## src/rtl/mvu_pkg.sv

```systemverilog
`default_nettype none
// ----------------------------------------------------------------------------
// mvu_pkg: shared types and constants of the meter bank
// Widths, MIDI codes, register indexes, the velocity scale table and the
// records passed between the scaler, the cells and the top level.
// ----------------------------------------------------------------------------
package mvu_pkg;

    // bank geometry
    localparam int NUM_BARS  = 32;
    localparam int MAX_LEVEL = 39;
    localparam int CH_BARS   = 16;
    localparam int LVL_W     = 6;
    localparam int BAR_W     = 5;
    localparam int CNT_W     = $clog2(NUM_BARS);
    localparam int GAIN_W    = 8;
    localparam int VEL_W     = 7;
    localparam int NOTE_W    = 7;

    // MIDI decoding
    localparam logic [3:0]        NOTE_ON_NIB = 4'h9;
    localparam logic [NOTE_W-1:0] NOTE_MIN    = NOTE_W'(35);
    localparam logic [NOTE_W-1:0] NOTE_BASE   = NOTE_W'(36);
    localparam logic [5:0]        BAR_MOD     = 6'd31;

    // request kinds carried in tuser
    localparam logic REQ_MIDI = 1'b0;
    localparam logic REQ_TICK = 1'b1;

    // configuration register indexes
    localparam logic CFG_BY_CHANNEL = 1'b0;
    localparam logic CFG_GAIN       = 1'b1;
    localparam logic [GAIN_W-1:0] GAIN_RESET = GAIN_W'(150);

    // floor(x / 100) as (x * DIV100_MUL) >> DIV100_SH, exact for x below 43690
    localparam int PROD_W     = LVL_W + GAIN_W;
    localparam int DIV100_W   = 14;
    localparam int DIV100_SH  = 20;
    localparam logic [DIV100_W-1:0] DIV100_MUL = DIV100_W'(10486);

    // velocity to level table: floor(v * MAX_LEVEL / 127)
    typedef logic [LVL_W-1:0] t_scale_tbl [128];

    function automatic t_scale_tbl build_scale_tbl();
        t_scale_tbl tbl;
        for (int i = 0; i < 128; i++) begin
            tbl[i] = LVL_W'((i * MAX_LEVEL) / 127);
        end
        return tbl;
    endfunction

    localparam t_scale_tbl SCALE_TBL = build_scale_tbl();

    // controller states
    typedef enum logic {
        ST_IDLE,
        ST_TICK
    } t_state;

    // level pair held by one cell
    typedef struct packed {
        logic [LVL_W-1:0] level;
        logic [LVL_W-1:0] shown;
    } t_bar;

    // note-on entering the scaler
    typedef struct packed {
        logic             vld;
        logic [BAR_W-1:0] bar;
        logic [VEL_W-1:0] vel;
    } t_note;

    // scaled note-on broadcast to the cells
    typedef struct packed {
        logic             vld;
        logic [BAR_W-1:0] bar;
        logic [LVL_W-1:0] lvl;
    } t_upd;

endpackage
`default_nettype wire

```

## src/rtl/mvu_scale.sv

```systemverilog
`default_nettype none
// ----------------------------------------------------------------------------
// mvu_scale: velocity scaling pipeline
// Three stages: table lookup, gain multiply, divide by 100 and clamp.
// ----------------------------------------------------------------------------
module mvu_scale (
    input  wire                           i_clk,
    input  wire                           i_rst_n,
    input  wire mvu_pkg::t_note           i_note,
    input  wire [mvu_pkg::GAIN_W-1:0]     i_gain,
    output mvu_pkg::t_upd                 o_upd,
    output logic                          o_busy
);

    logic                              r_s1_vld;
    logic [mvu_pkg::BAR_W-1:0]         r_s1_bar;
    logic [mvu_pkg::LVL_W-1:0]         r_s1_lvl;
    logic                              r_s2_vld;
    logic [mvu_pkg::BAR_W-1:0]         r_s2_bar;
    logic [mvu_pkg::PROD_W-1:0]        r_s2_prod;
    mvu_pkg::t_upd                     r_upd;
    mvu_pkg::t_upd                     n_upd;

    logic [mvu_pkg::PROD_W+mvu_pkg::DIV100_W-1:0] quot_full;
    logic [mvu_pkg::PROD_W+mvu_pkg::DIV100_W-mvu_pkg::DIV100_SH-1:0] quot;

    // divide by 100 and clamp to the top level
    always_comb begin
        quot_full = (mvu_pkg::PROD_W + mvu_pkg::DIV100_W)'(r_s2_prod)
                  * (mvu_pkg::PROD_W + mvu_pkg::DIV100_W)'(mvu_pkg::DIV100_MUL);
        quot      = quot_full[mvu_pkg::PROD_W+mvu_pkg::DIV100_W-1:mvu_pkg::DIV100_SH];
        n_upd.vld = r_s2_vld;
        n_upd.bar = r_s2_bar;
        if (quot > $bits(quot)'(mvu_pkg::MAX_LEVEL)) begin
            n_upd.lvl = mvu_pkg::LVL_W'(mvu_pkg::MAX_LEVEL);
        end else begin
            n_upd.lvl = mvu_pkg::LVL_W'(quot);
        end
    end

    // valid bits of the stages and the output stage
    always_ff @(posedge i_clk) begin
        if (!i_rst_n) begin
            r_s1_vld  <= 1'b0;
            r_s2_vld  <= 1'b0;
            r_upd.vld <= 1'b0;
        end else begin
            r_s1_vld  <= i_note.vld;
            r_s2_vld  <= r_s1_vld;
            r_upd     <= n_upd;
        end
    end

    // stage payloads
    always_ff @(posedge i_clk) begin
        r_s1_bar  <= i_note.bar;
        r_s1_lvl  <= mvu_pkg::SCALE_TBL[i_note.vel];
        r_s2_bar  <= r_s1_bar;
        r_s2_prod <= mvu_pkg::PROD_W'(r_s1_lvl) * mvu_pkg::PROD_W'(i_gain);
    end

    assign o_upd  = r_upd;
    assign o_busy = r_s1_vld | r_s2_vld | r_upd.vld;

endmodule
`default_nettype wire

```

## src/rtl/mvu_cell.sv

```systemverilog
`default_nettype none
// ----------------------------------------------------------------------------
// mvu_cell: one meter cell of the ring
// Holds a level and its shown level; raises the level on a matching
// note-on and takes its neighbor's pair when the ring rotates.
// ----------------------------------------------------------------------------
module mvu_cell (
    input  wire                           i_clk,
    input  wire                           i_rst_n,
    input  wire [mvu_pkg::BAR_W-1:0]      i_idx,
    input  wire                           i_shift,
    input  wire mvu_pkg::t_bar            i_next,
    input  wire mvu_pkg::t_upd            i_upd,
    output mvu_pkg::t_bar                 o_bar
);

    mvu_pkg::t_bar r_bar;

    // rotate, or peak-hold on a note-on for this bar
    always_ff @(posedge i_clk) begin
        if (!i_rst_n) begin
            r_bar <= '0;
        end else if (i_shift) begin
            r_bar <= i_next;
        end else if (i_upd.vld && (i_upd.bar == i_idx) && (i_upd.lvl > r_bar.level)) begin
            r_bar.level <= i_upd.lvl;
        end
    end

    assign o_bar = r_bar;

endmodule
`default_nettype wire

```

## src/rtl/midi_vu_meter_bank.sv

```systemverilog
`default_nettype none
// ----------------------------------------------------------------------------
// midi_vu_meter_bank: peak-hold level meters driven by MIDI note-ons
// Input stream requests are MIDI messages or decay ticks (tuser). A note-on
// raises one bar; a tick decays and reports every active bar.
// ----------------------------------------------------------------------------
// Usage:
//   s_axis takes one request per cycle while idle. A MIDI request passes
//   through the lookup / gain multiply / divide-by-100 pipeline into its
//   bar; it gives no result.
//   A tick waits for that pipeline to drain, then rotates the ring of
//   NUM_BARS cells once, one cell per cycle while the receiver does not
//   stall, decaying each active bar at the head cell and emitting a
//   result on m_axis for it (32 bars in note mode, 16 in channel mode),
//   tlast on the final one. s_axis is not ready until the rotation ends.
//   In channel mode the inactive half still rotates, silently.
//   m_axis is fed from an output register: when the receiver stalls the
//   ring holds its position until the result is taken.
//   Reset clears all levels and shown levels, sets note mode and gain 150.
//   The config channel is always ready: index 0 by_channel, 1 gain_percent,
//   to be written only while the block is idle.
// ----------------------------------------------------------------------------
module midi_vu_meter_bank (
    input  wire         i_clk,
    input  wire         i_rst_n,
    // request stream
    input  wire         i_s_axis_tvalid,
    output logic        o_s_axis_tready,
    input  wire [23:0]  i_s_axis_tdata,   // status_byte[7:0], note_number[14:8], velocity_in[21:15]
    input  wire [0:0]   i_s_axis_tuser,   // req_type[0]
    // result stream
    output logic        o_m_axis_tvalid,
    input  wire         i_m_axis_tready,
    output logic [23:0] o_m_axis_tdata,   // bar_index[4:0], level_now[10:5], level_shown[16:11], grew[17]
    output logic        o_m_axis_tlast,
    // configuration writes
    input  wire         i_cfg_valid,
    output logic        o_cfg_ready,
    input  wire [0:0]   i_cfg_index,
    input  wire [7:0]   i_cfg_data
);

    localparam int N = mvu_pkg::NUM_BARS;

    // config registers
    logic                          r_by_ch;
    logic [mvu_pkg::GAIN_W-1:0]    r_gain;

    // controller
    mvu_pkg::t_state               r_state;
    mvu_pkg::t_state               n_state;
    logic [mvu_pkg::CNT_W-1:0]     r_cnt;
    logic [mvu_pkg::CNT_W-1:0]     n_cnt;
    logic                          adv;
    logic [mvu_pkg::CNT_W:0]       active;
    logic                          in_act;
    logic                          s_acc;

    // input decode
    logic [7:0]                    st_byte;
    logic [mvu_pkg::NOTE_W-1:0]    note;
    logic [mvu_pkg::VEL_W-1:0]     vel;
    logic [mvu_pkg::NOTE_W-1:0]    note_off;
    logic [5:0]                    half;
    logic [5:0]                    bar6;
    logic [mvu_pkg::BAR_W-1:0]     bar_sel;
    logic                          note_ok;
    mvu_pkg::t_note                note_req;

    // scaler and ring
    mvu_pkg::t_upd                 upd;
    logic                          pipe_busy;
    mvu_pkg::t_bar                 bars [N];
    mvu_pkg::t_bar                 head_next;
    logic [mvu_pkg::LVL_W-1:0]     now_lvl;

    // output register
    logic                          r_out_vld;
    logic [mvu_pkg::BAR_W-1:0]     r_out_bar;
    logic [mvu_pkg::LVL_W-1:0]     r_out_now;
    logic [mvu_pkg::LVL_W-1:0]     r_out_shown;
    logic                          r_out_grew;
    logic                          r_out_last;

    assign o_cfg_ready = 1'b1;

    // configuration writes
    always_ff @(posedge i_clk) begin
        if (!i_rst_n) begin
            r_by_ch <= 1'b0;
            r_gain  <= mvu_pkg::GAIN_RESET;
        end else if (i_cfg_valid) begin
            case (i_cfg_index[0])
                mvu_pkg::CFG_BY_CHANNEL: r_by_ch <= i_cfg_data[0];
                mvu_pkg::CFG_GAIN:       r_gain  <= i_cfg_data;
                default:                 r_gain  <= r_gain;
            endcase
        end
    end

    // note-on decode and bar selection
    always_comb begin
        st_byte  = i_s_axis_tdata[7:0];
        note     = i_s_axis_tdata[14:8];
        vel      = i_s_axis_tdata[21:15];
        note_off = note - mvu_pkg::NOTE_BASE;
        half     = note_off[6:1];
        if (note <= mvu_pkg::NOTE_BASE) begin
            bar6 = 6'd0;
        end else if (half >= mvu_pkg::BAR_MOD) begin
            bar6 = half - mvu_pkg::BAR_MOD;
        end else begin
            bar6 = half;
        end
        bar_sel = r_by_ch ? mvu_pkg::BAR_W'(st_byte[3:0]) : bar6[mvu_pkg::BAR_W-1:0];
        note_ok = (i_s_axis_tuser[0] == mvu_pkg::REQ_MIDI)
               && (st_byte[7:4] == mvu_pkg::NOTE_ON_NIB)
               && (vel != '0)
               && (r_by_ch || (note >= mvu_pkg::NOTE_MIN))
               && ({1'b0, bar_sel} < (mvu_pkg::BAR_W + 1)'(active));
        note_req.vld = s_acc && note_ok;
        note_req.bar = bar_sel;
        note_req.vel = vel;
    end

    mvu_scale u_scale (
        .i_clk   (i_clk),
        .i_rst_n (i_rst_n),
        .i_note  (note_req),
        .i_gain  (r_gain),
        .o_upd   (upd),
        .o_busy  (pipe_busy)
    );

    // head cell leaves the ring decayed when its bar is active
    always_comb begin
        now_lvl = (bars[0].level != '0) ? bars[0].level - 1'b1 : bars[0].level;
        if (in_act) begin
            head_next.level = now_lvl;
            head_next.shown = now_lvl;
        end else begin
            head_next = bars[0];
        end
    end

    // ring of cells, rotating toward cell 0
    for (genvar g = 0; g < N; g++) begin : g_cell
        mvu_cell u_cell (
            .i_clk   (i_clk),
            .i_rst_n (i_rst_n),
            .i_idx   (mvu_pkg::BAR_W'(g)),
            .i_shift (adv),
            .i_next  ((g == N - 1) ? head_next : bars[(g + 1) % N]),
            .i_upd   (upd),
            .o_bar   (bars[g])
        );
    end

    // controller next state
    always_comb begin
        active  = r_by_ch ? (mvu_pkg::CNT_W + 1)'(mvu_pkg::CH_BARS)
                          : (mvu_pkg::CNT_W + 1)'(N);
        in_act  = {1'b0, r_cnt} < active;
        o_s_axis_tready = (r_state == mvu_pkg::ST_IDLE);
        s_acc   = i_s_axis_tvalid && o_s_axis_tready;
        adv     = (r_state == mvu_pkg::ST_TICK) && !pipe_busy
               && (!r_out_vld || i_m_axis_tready);
        n_state = r_state;
        n_cnt   = r_cnt;
        case (r_state)
            mvu_pkg::ST_IDLE: begin
                if (s_acc && (i_s_axis_tuser[0] == mvu_pkg::REQ_TICK)) begin
                    n_state = mvu_pkg::ST_TICK;
                    n_cnt   = '0;
                end
            end
            mvu_pkg::ST_TICK: begin
                if (adv) begin
                    n_cnt = r_cnt + 1'b1;
                    if (r_cnt == mvu_pkg::CNT_W'(N - 1)) begin
                        n_state = mvu_pkg::ST_IDLE;
                    end
                end
            end
            default: begin
                n_state = mvu_pkg::ST_IDLE;
            end
        endcase
    end

    always_ff @(posedge i_clk) begin
        if (!i_rst_n) begin
            r_state <= mvu_pkg::ST_IDLE;
            r_cnt   <= '0;
        end else begin
            r_state <= n_state;
            r_cnt   <= n_cnt;
        end
    end

    // result valid
    always_ff @(posedge i_clk) begin
        if (!i_rst_n) begin
            r_out_vld <= 1'b0;
        end else if (adv && in_act) begin
            r_out_vld <= 1'b1;
        end else if (i_m_axis_tready) begin
            r_out_vld <= 1'b0;
        end
    end

    // result payload
    always_ff @(posedge i_clk) begin
        if (adv && in_act) begin
            r_out_bar   <= mvu_pkg::BAR_W'(r_cnt);
            r_out_now   <= now_lvl;
            r_out_shown <= bars[0].shown;
            r_out_grew  <= now_lvl > bars[0].shown;
            r_out_last  <= ({1'b0, r_cnt} + 1'b1) == active;
        end
    end

    assign o_m_axis_tvalid = r_out_vld;
    assign o_m_axis_tdata  = {6'd0, r_out_grew, r_out_shown, r_out_now, r_out_bar};
    assign o_m_axis_tlast  = r_out_last;

`ifndef SYNTH
    // a tick ends after one full rotation
    a_tick_end: assert property (@(posedge i_clk) disable iff (!i_rst_n)
        (adv && r_cnt == mvu_pkg::CNT_W'(N - 1)) |=> (r_state == mvu_pkg::ST_IDLE))
        else $error("tick did not end after full rotation");

    // an accepted tick starts a rotation
    a_tick_start: assert property (@(posedge i_clk) disable iff (!i_rst_n)
        (s_acc && i_s_axis_tuser[0] == mvu_pkg::REQ_TICK) |=> (r_state == mvu_pkg::ST_TICK))
        else $error("tick not started");

    // the ring never rotates under a pending note-on
    a_no_race: assert property (@(posedge i_clk) disable iff (!i_rst_n)
        (upd.vld && r_state == mvu_pkg::ST_TICK) |-> !adv)
        else $error("ring rotated while a note-on was landing");

    // the last result carries the last active bar
    a_last_bar: assert property (@(posedge i_clk) disable iff (!i_rst_n)
        (r_out_vld && r_out_last) |-> ((mvu_pkg::CNT_W + 1)'(r_out_bar) + 1'b1 == active))
        else $error("tlast on the wrong bar");

    // the head cell's level stays within range
    a_level_max: assert property (@(posedge i_clk) disable iff (!i_rst_n)
        bars[0].level <= mvu_pkg::LVL_W'(mvu_pkg::MAX_LEVEL))
        else $error("level above maximum");
`endif

endmodule
`default_nettype wire

```

## config.mk

```make
export PLATFORM = sky130hd
export DESIGN_NAME = midi_vu_meter_bank
export DESIGN_NICKNAME = d
export VERILOG_FILES = /design/src/rtl/mvu_pkg.sv /design/src/rtl/mvu_scale.sv /design/src/rtl/mvu_cell.sv /design/src/rtl/midi_vu_meter_bank.sv
export SDC_FILE = /design/constraint.sdc
export NUM_CORES = 1
export LEC_CHECK = 0
export BUFFER_PORTS_ARGS = -buffer_cell sky130_fd_sc_hd__buf_2
export CORE_MARGIN = 2
export CORE_UTILIZATION = 44
export DETAILED_ROUTE_END_ITERATION = 16
export HOLD_SLACK_MARGIN = 0.12
export PLACE_DENSITY = 0.7
export SETUP_SLACK_MARGIN = 0.05
export SYNTH_ARGS = -nofsm -noshare
export SYNTH_HDL_FRONTEND = slang
export SYNTH_SLANG_ARGS = --single-unit
export TNS_END_PERCENT = 30
```

## constraint.sdc

```tcl
create_clock -name i_clk -period 9.9 [get_ports i_clk]
set_input_delay 1.98 -clock i_clk [delete_from_list [all_inputs] [get_ports i_clk]]
set_output_delay 1.98 -clock i_clk [all_outputs]
set_load 0.02 [all_outputs]
```

==> After elaboration in Yosys (flattened, before gate mapping) <==
Memories as Yosys holds them, arrays and structs flattened. A register that Yosys moved wholly into a read port is not among the register bits.
Cells that the tools add are included.
{ "totals": {"regBits": 457, "romBits": 768, "input_bits": 39, "word_cells": 367, "memories": 1} }
{ "mem_list": {"columns": ["name", "words", "width", "rd", "rd_clocked_by_memory_dff", "write_ports", "line", "rtl"], "rows": [
  ["(no name shown)", 128, 6, 1, 1, 0, "mvu_scale.sv:57", "r_s1_lvl <= mvu_pkg::SCALE_TBL[i_note.vel];"]
]} }
{ "classes": {"addsub": 5, "mul": 2, "n_lt_le_gt_ge": 39, "n_eq_ne": 36, "n_mux": 79, "n_bitwise": 6, "n_reduce_logical": 117} }
{ "ops": {"columns": ["op", "count"], "rows": [
  ["2-to-1 mux 6 bit", 66],
  ["> comparator 6 bit", 33],
  ["== test 5 bit (second input constant)", 17],
  ["logical AND 1 bit", 74],
  ["nonzero test 2 bit", 33],
  ["== test 5 x 4 -> 1 bit (second input constant)", 8],
  ["multiplier 14 x 13 -> 27 bit (second input constant)", 1],
  ["2-to-1 mux 5 bit", 5],
  ["== test 5 x 3 -> 1 bit (second input constant)", 4],
  ["multiplier 6 x 8 -> 14 bit", 1],
  ["less-than comparator 5 x 6 -> 1 bit", 2],
  ["2-to-1 mux 12 bit", 1],
  ["== test 5 x 2 -> 1 bit (second input constant)", 2],
  ["one-hot mux 5 bit (2 select lines)", 1],
  ["> comparator 8 x 6 -> 1 bit (second input constant)", 1],
  ["NOT 7 -> 8 bit", 1],
  ["greater-or-equal comparator 7 x 6 -> 1 bit (second input constant)", 1],
  ["less-or-equal comparator 7 x 6 -> 1 bit (second input constant)", 1],
  ["nonzero test 7 bit", 1],
  ["subtractor 7 x 6 -> 7 bit (second input constant)", 1],
  ["adder 5 x 1 -> 6 bit (second input constant)", 1],
  ["== test 6 bit", 1],
  ["greater-or-equal comparator 6 x 5 -> 1 bit (second input constant)", 1],
  ["AND reduction 2 bit", 3],
  ["14 further kinds", 24]
]} }

==> Depth between registers and ports, before layout <==
Gate-level depths: netlist of run 1.
{ "logic_depth": {"ltp_word": 8, "mapped_depth": 17} }

==> Hierarchy <==
From an unflattened synthesis of run 1, not the netlist that was laid out.
{ "hier_totals": {"cells_unflattened": 3250, "hier_area_um2": 31008.5} }
{ "by_module_without_submodules": {"columns": ["module", "n_inst", "cells_each", "area_each_um2", "seq_area_each_um2"], "rows": [
  ["mvu_cell", 32, 73, 700.7, 240.2],
  ["mvu_scale", 1, 681, 6472.5, 991.0],
  ["midi_vu_meter_bank", 1, 233, 2114.5, 890.9]
]} }

==> Worst setup path after synthesis of run 1 <==
No wires, ideal clock.
{ "synth_timing": {"path_kind": "flip-flop to flip-flop", "from": "register u_scale.r_s2_prod[11] in the netlist's numbering", "to": "register u_scale.r_upd, in the netlist u_scale.o_upd[2], data pin", "setup_ns": 0.276, "t_arrival_ns": 4.739, "t_required_ns": 9.624, "path_slack_ns": 4.885, "stages_incl_launch_ff": 18, "path_cell_list": "dfxtp_1 -> fa_1 -> ha_1 -> inv_1 -> fa_1 -> inv_1 -> fa_1 -> inv_1 -> fa_1 -> inv_1 -> ha_1 -> a21oi_1 -> o211ai_1 -> a21boi_1 -> a21oi_1 -> or4_1 -> o211ai_1 -> nand3_1"} }
{ "synth_between": {"elab_chain_len": 2} }
{ "synth_lines": {"columns": ["element", "line", "rtl"], "rows": [
  ["start: declaration", "mvu_scale.sv:20", "logic [mvu_pkg::PROD_W-1:0] r_s2_prod;"],
  ["start signal: assignment", "mvu_scale.sv:59", "r_s2_prod <= mvu_pkg::PROD_W'(r_s1_lvl) * mvu_pkg::PROD_W'(i_gain);"],
  ["multiplier 14 x 13 -> 27 bit (*)", "mvu_scale.sv:30", "* (mvu_pkg::PROD_W + mvu_pkg::DIV100_W)'(mvu_pkg::DIV100_MUL);"],
  ["> comparator 8 x 6 -> 1 bit", "mvu_scale.sv:34", "if (quot > $bits(quot)'(mvu_pkg::MAX_LEVEL)) begin"],
  ["end signal: assignment", "mvu_scale.sv:50", "r_upd <= n_upd;"],
  ["end: declaration", "mvu_scale.sv:21", "mvu_pkg::t_upd r_upd;"]
]} }
Every way passes the cells marked *; elsewhere a longest branch is shown, timed or not.
A chain may end at the register's enable or synchronous reset.

==> Worst setup path in the final report of run 1 <==
Same ends and word-level chain as after synthesis.

==> metrics.txt, run 1 <==
skew final 0.0272 ns; Post-DRT Antenna Nets 0; die area between 60000 and 70000 sq um; layout cells sized above 1 5.33%; required time of the critical path 10.21 ns; Worst Hold Slack 0.326 ns; worst path cell trace fa_1 > ha_1 > inv_1 > fa_1 > inv_1 > fa_1 > inv_1 > fa_1 > inv_1 > ha_1 > a21oi_1 > o211ai_1 > a21boi_1 > a21oi_1 > or4_1 > o211ai_1 > nand3_1; Worst Hold Class flip-flop to flip-flop; ys async rst share 0%; crit path launch type flip-flop; Core Area 64200 sq um; Worst Slack Setup Final 4.42 ns; mean post-synth cell area 8.54 sq um; Synth cell types 70; Top FF cell, synth dfxtp_1; GRT overflow 0; row count 93; Initial Util 44.3%; initial DRC count 1467; RSZ-0062 raised after global routing false; DP Worst Slack between 4 and 5 ns; Post-synth EDFFs 30; yosys warns 0; CTS root buffer clkbuf_16; vias in the first global route approximately 21000; # fillers 6060; Synth-to-Final Area Change 9.10%; post-layout util around 48%; sequential-to-total area share from yosys stat 33.6%; Peak Freq 182 MHz; post-synthesis cell count 3332; max cap viols 0; Clock transition at path regs 0.06 ns; Max clock buf depth 3; crit end category flip-flop; global-route wire length before repair between 100 and 150 mm; Routed WL per cell 14.7 um; Rel. slew slack 23.6%; # DRC 0; commonest non-fill, non-tap cell in the layout nand2_1; Final nets 3718; Area contributors post-synth dfxtp_1 30%, ha_1 14%, nand2_1 7.1%; Tightest Pin Transition 1.15 ns; final max-slew violation count 0; Skew-Pair Late Insertion Delay 0.61 ns; Synth Register Bits 463; post-CTS setup buffer count 0; Post-Syn Area 28500 sq um; setup TNS 0 ns; slowest CP cell dfxtp_1; Initial DRT Pass Iterations 5; CTS tree built; largest net degree at the start of global routing 257; I/O pin total 67; final WL 61.1 mm; port buffer count 57; vias 22100; Num CTS Buffers 49; status complete, no violations; CTS sink cnt 463; final setup vio count 0; ANT cells 0; hpwl dp 39.6 mm; slowest stage delay, CP 0.61 ns; period utilisation layout 55.4%; Worst Setup Path Type flip-flop to flip-flop; Vias/cell roughly 5.3; Tot GR Track Use between 10% and 20%; post-synth top area cell dfxtp_1; commonest non-fill, non-tap cells in the layout 539 x nand2_1, 433 x dfxtp_1, 342 x inv_1; antenna violations before repair 0; CTS resizes 0; post-synth top area share 30.5%; Die Y 258 um; CTS Hold Bufs 0; GP Congestion 0.841; # H-tree levels 2; crit path DAT around 5.8 ns; minimum clock period between 5 and 6 ns; die width 258 um; Hold Vio Cnt, Final 0; worst-path fanout max 7
[sequential cells by signal, indices dropped and copies added, names as in the netlist, 5 cells and up]
signal	cells
g_cell.u_cell.o_bar	384
u_scale.r_s2_prod	14
u_scale.o_upd	12
r_gain	8
r_out_now	6
r_out_shown	6
u_scale.r_s1_lvl	6
r_cnt	5
r_out_bar	5
u_scale.r_s1_bar	5
u_scale.r_s2_bar	5
[final cells by class]
class                   instances  area, sq um  share of cell area [%]
clock buffers                  69         1450                    4.65
multi-input cells            2331        16900                    54.3
inverters                     344         1300                    4.18
well taps                     855         1070                    3.44
flip-flops and latches        463         9570                    30.8
clock inverters                19          368                    1.18
repair buffers                 74          450                    1.45
[metrics by stage]
step	cells	instance area, sq um
5_1_grt	4155	31100
6_report	4155	31100
2_1_floorplan	3337	28500
4_1_cts	4155	31100
3_5_place_dp	4067	29200
3_3_place_gp	4067	29200
[worst max-delay path, delay by kind of cell, from the launching register on]
family                     cells  cell delay [ns]
adders and majority gates      6             2.69
and+or+nand+nor                2             0.61
buffers and inverters          4             0.20
AOI/OAI and AO/OA              5             1.07
DFF                            1             0.61
[kinds of logic (layout without fill, tap and decap cells)]
kind of cell	count (synthesis)	count (layout)	share of synthesized area (%)
compound gates	763	763	17.4
xor+xnor	23	23	0.708
fa+ha+maj	416	416	20.6
buf+inv	543	506	7.27
flops	463	463	33.6
mux	149	149	5.33
other cells	2	7	0.0264
simple gates	973	973	15.0
[synth_stat cells, types with 3 or more instances]
master,instances
a211o_1,14
a221oi_1,7
and2_1,31
nand3_1,41
xnor2_1,14
clkbuf_1,179
o211ai_1,37
o221ai_1,3
a22oi_1,24
o22ai_1,19
a2111oi_0,3
a21oi_2,5
o2111ai_1,7
a21oi_1,287
buf_4,8
nor2b_1,39
or3_1,3
and4b_1,3
and4_1,13
nor2_1,190
o211a_1,22
a22o_1,5
nor3_1,40
nand2b_1,15
dfxtp_1,433
o31ai_1,5
a211oi_1,147
nand2_1,539
and3_1,7
edfxtp_1,30
o21a_1,47
xor2_1,9
inv_1,344
o21ai_0,86
a31oi_1,7
fa_1,88
nand4_1,33
ha_1,328
mux2i_1,147
buf_1,11
a21o_1,19
[metal layers]
layer	vias to the layer above	wire length [um]	global-route usage, %
met4	0	1400	5.15
met1	10500	30300	25.9
li1	11300	-	-
met3	84	2060	2.43
met2	273	27300	29.5
met5	-	0	0
[worst paths after layout]
path	from	to	slack, ns	depth (start not counted)
hold / removal	u_scale.r_s1_bar[3]	u_scale.r_s2_bar[3]	0.33	0
setup / recovery	u_scale.r_s2_prod[11]	u_scale.o_upd[2]	4.42	17
setup reg to reg	u_scale.r_s2_prod[11]	u_scale.o_upd[2]	4.42	17
hold reg to reg	u_scale.r_s1_bar[3]	u_scale.r_s2_bar[3]	0.33	0
Power of run 1 is not shown: default switching activity piles up to over one toggle a cycle in this logic, so the estimate is an artifact.
==> inputs of run 2 (changes only) <==
- clock period: 9.9 -> 5.6 ns (I/O delays scaled with it)
==> run 2 against run 1 <==
Net effect:
- hold slack worse by 0.025 ns
- cell area about the same
- count of clock-buffer cells in the layout is 1 lower
- clock skew increased by 0.011 ns
==> metrics.txt, run 2 (synthesized netlist as in run 1, its figures left out) <==
Worst Hold Class flip-flop to flip-flop; Placement Cell Area 29300 sq um; slowest CP cell fa_1; Initial DRT Pass Iterations 5; largest net degree at the start of global routing roughly 180; # fillers 6208; final WL 61.7 mm; Core Area about 64000 sq um; Rel. slew slack 26.4%; RSZ-0062 raised after global routing false; period utilisation layout 93.0%; vias 22400; Skew-Pair Late Insertion Delay between 0.6 and 0.7 ns; Clock transition at path regs 0.06 ns; final max-slew violation count 0; worst path cell trace fa_1 > ha_1 > inv_1 > fa_1 > inv_1 > fa_1 > inv_1 > fa_1 > inv_1 > ha_1 > nand4_4 > a2111oi_4 > o21ai_2 > a31oi_4 > mux2i_1 > or2_1 > and4bb_1; row count 93; Post-DRT Antenna Nets 0; ANT cells 0; # DRC 0; required time of the critical path between 5 and 6 ns; Num CTS Buffers 50; crit path launch type flip-flop; max reg flops about 380; commonest non-fill, non-tap cell in the layout nand2_1; Final nets 3724; wire length on met2 28.0 mm; layout cells sized above 1 between 5 and 6%; post-CTS setup buffer count 0; metal3 WL 2.27 mm; Hold Vio Cnt, Final 0; Peak Freq 192 MHz; slowest stage delay, CP ~0.53 ns; vias in the first global route between 20000 and 25000; Die Y ~260 um; crit path DAT 5.55 ns; commonest non-fill, non-tap cells in the layout 539 x nand2_1, 431 x dfxtp_1, 342 x inv_1; Tot GR Track Use a little under a fifth; max cap viols 0; final setup vio count 0; setup TNS 0 ns; I/O pin total 67; CTS tree built; worst-path fanout max 6; Initial Util between 40% and 50%; initial DRC count 1524; antenna violations before repair 0; hpwl dp 41.5 mm; # H-tree levels 2; Max clock buf depth 3; global-route wire length before repair 106 mm; CTS sink cnt roughly 460; CTS root buffer clkbuf_16; wire length on met1 30.2 mm; Vias/cell 5.37; status complete, no violations; skew final 0.0386 ns; uppermost layer routed met4; Tightest Pin Transition approximately 1.1 ns; Synth-to-Final Area Change 9.13%; GRT overflow 0; port buffer count 57; Routed WL per cell between 10 and 15 um; Finished Cell Area 31100 sq um; crit end category flip-flop; Worst Setup Path Type flip-flop to flip-flop; GP Congestion 0.847; Worst Hold Slack between 0.3 and 0.4 ns; die area around 67000 sq um; minimum clock period 5.21 ns; die width about 260 um
[run 2: metrics by stage]
step	setup WS [ns]	cells	util, %
2_1_floorplan	0.585	3337	-
3_3_place_gp	0.332	4072	45.7
3_5_place_dp	0.273	4072	45.7
4_1_cts	0.249	4164	48.3
5_1_grt	0.0644	4164	48.4
6_report	0.394	4164	48.4
[run 2: final cells by class]
type                    count  area, sq um  share of cell area [%]
flip-flops and latches    463         9570                    30.8
repair buffers             79          551                    1.77
well taps                 855         1070                    3.44
multi-input cells        2331        16900                    54.3
clock inverters            24          313                    1.01
clock buffers              68         1400                    4.51
inverters                 344         1300                    4.18
[run 2: worst max-delay path, delay by kind of cell, from the launching register on]
| kind | cells | cell delay, ns |
|---|---|---|
| buffers and inverters | 4 | 0.19 |
| AOI/OAI and AO/OA | 3 | 0.78 |
| and+or+nand+nor | 3 | 0.54 |
| muxes | 1 | 0.25 |
| adders and majority gates | 6 | 2.66 |
| DFF | 1 | 0.52 |
[run 2: metal layers]
layer / track usage (%) / vias up
met3: 2.47 / 83
met1: 26.0 / 10600
li1: - / 11300
met4: 4.98 / 0
met2: 30.2 / 319
met5: 0 / -
[run 2: worst paths after layout]
kind / startpoint / endpoint / slack [ns] / cells after the start
hold / removal: u_scale.r_s1_bar[1] / u_scale.r_s2_bar[1] / 0.30 / 0
hold reg to reg: u_scale.r_s1_bar[1] / u_scale.r_s2_bar[1] / 0.30 / 0
setup reg to reg: u_scale.r_s2_prod[10] / u_scale.o_upd[4] / 0.39 / 17
setup / recovery: u_scale.r_s2_prod[10] / u_scale.o_upd[4] / 0.39 / 17
[run 2: timing repair]
| item | CTS | global route |
|---|---|---|
| hold buffers | 0 | 0 |
| endpoints found under the setup margin | 0 | 6 |
| gates resized for setup | 0 | 3 |
Power of run 2 is left out for the same reason.
==> inputs of run 3 (changes only) <==
- CORE_ASPECT_RATIO: default -> 1.2
==> run 3 against run 2 <==
Net effect:
- global-route usage shrank 0.094 points
- highest routed layer unchanged
- fmax shrank 0.14%
- non-clock buffer count grew 4
==> metrics.txt, run 3 (synthesized netlist as in run 1, its figures left out) <==
CTS sink cnt 463; Post-DRT Antenna Nets 0; Initial DRT Pass Iterations 5; Die Y 283 um; DP Worst Slack 0.218 ns; GP Congestion between 0.8 and 0.9; Worst Hold Slack 0.326 ns; period utilisation layout 93.1%; final max-slew violation count 0; # H-tree levels 2; crit end category flip-flop; skew final 0.0238 ns; Vias/cell 5.38; Final nets 3725; Max clock buf depth 3; Tot GR Track Use 18.5%; row count around 100; crit path launch type flip-flop; # DRC 0; Core Area around 64000 sq um; RSZ-0062 raised after global routing false; CTS tree built; required time of the critical path 5.94 ns; CTS root buffer clkbuf_16; Worst Slack Setup Final ~0.39 ns; Hold Vio Cnt, Final 0; layout cells sized above 1 5.57%; die area 66700 sq um; global-route wire length before repair 105 mm; Worst Setup SP u_scale.r_s2_prod[12]; max reg flops 384; Worst Setup Path Type flip-flop to flip-flop; status complete, no violations; Tightest Pin Transition 0.936 ns; Final Non-Filler Cells roughly 4100; Worst Hold Class flip-flop to flip-flop; commonest non-fill, non-tap cells in the layout 539 x nand2_1, 430 x dfxtp_1, 342 x inv_1; Min-Delay Startpoint u_scale.r_s1_bar[3]; Routed WL per cell 14.8 um; WHS Path Cells 0; Initial Util 44.3%; r2r setup slk 0.39 ns; Worst R2R Path Depth 17; die width 236 um; R2R Path End u_scale.o_upd[4]; CTS Hold Bufs 0; Peak Freq 192 MHz; final WL 61.3 mm; vias in the first global route 21600; I/O pin total 67; port buffer count 57; Synth-to-Final Area Change 8.96%; hpwl dp around 41 mm; GRT overflow 0; vias 22300; Skew-Pair Late Insertion Delay 0.61 ns; antenna violations before repair 1; Worst Hold Endpoint u_scale.r_s2_bar[3]; initial DRC count 1356; largest net degree at the start of global routing 194; setup TNS 0 ns; reg2reg start u_scale.r_s2_prod[12]; max cap viols 0; final setup vio count 0; commonest non-fill, non-tap cell in the layout nand2_1; worst-path fanout max 7; Rel. slew slack 37.4%; Clock transition at path regs 0.06 ns; crit path DAT 5.56 ns; minimum clock period around 5.2 ns; dpl cells 4053; Num CTS Buffers 47
run 3: cell types whose count changed in the layout (fill, tap and decap cells not counted), moves of 3 or more:
cell	change
clkbuf_16	-4
clkinv_2	-3
clkinvlp_4	-3
buf_4	+5
bufinv_16	+5
run 3: area by class of cell:
class,count,area (sq um)
tap,832,1040
inverter,344,1300
fill,6229,33300
timing repair buffer,83,568
antenna,1,2.50
clock inverter,19,382
clock buffer,62,1290
multi-input combinational,2331,16900
sequential,463,9570
run 3: how the worst max path moves through the flow:
stage                             endpoint  slack [ns]
after floorplan           u_scale.o_upd[2]        0.58
after global placement    u_scale.o_upd[3]        0.34
after detailed placement  u_scale.o_upd[3]        0.22
after CTS                 u_scale.o_upd[3]        0.22
after global routing      u_scale.o_upd[4]        0.07
final                     u_scale.o_upd[4]        0.39
run 3: stage by stage:
step / util [%] / instance area, sq um
after floorplan: - / 28500
after global placement: 45.6 / 29300
after detailed placement: 45.6 / 29300
after CTS: 48.2 / 31000
after global routing: 48.2 / 31000
final: 48.2 / 31000
run 3: per-layer routing:
| metal | vias up | GRT usage, % | share of wire (%) |
|---|---|---|---|
| li1 | 11300 | - | - |
| met1 | 10500 | 24.0 | 47 |
| met2 | 340 | 32.0 | 47 |
| met3 | 101 | 2.32 | 3.3 |
| met4 | 0 | 6.15 | 2.8 |
| met5 | - | 0 | 0 |
run 3: what timing repair did:
item | in CTS | in global routing
buffers inserted | 0 | 0
hold endpoints to repair | 0 | 0
resized for setup | 0 | 4
setup endpoints to repair | 0 | 6
run 3: worst max-delay path: stages (launching register included):
cell	delay, ns
dfxtp_1	0.53
fa_1	0.48
ha_1	0.29
inv_1	0.05
fa_1	0.48
inv_1	0.07
fa_1	0.53
inv_1	0.05
fa_1	0.52
inv_1	0.04
ha_1	0.36
nand4_4	0.14
a2111oi_4	0.35
o21ai_2	0.15
a31oi_4	0.27
mux2i_1	0.25
or2_1	0.17
and4bb_1	0.22
Power of run 3 is left out for the same reason.
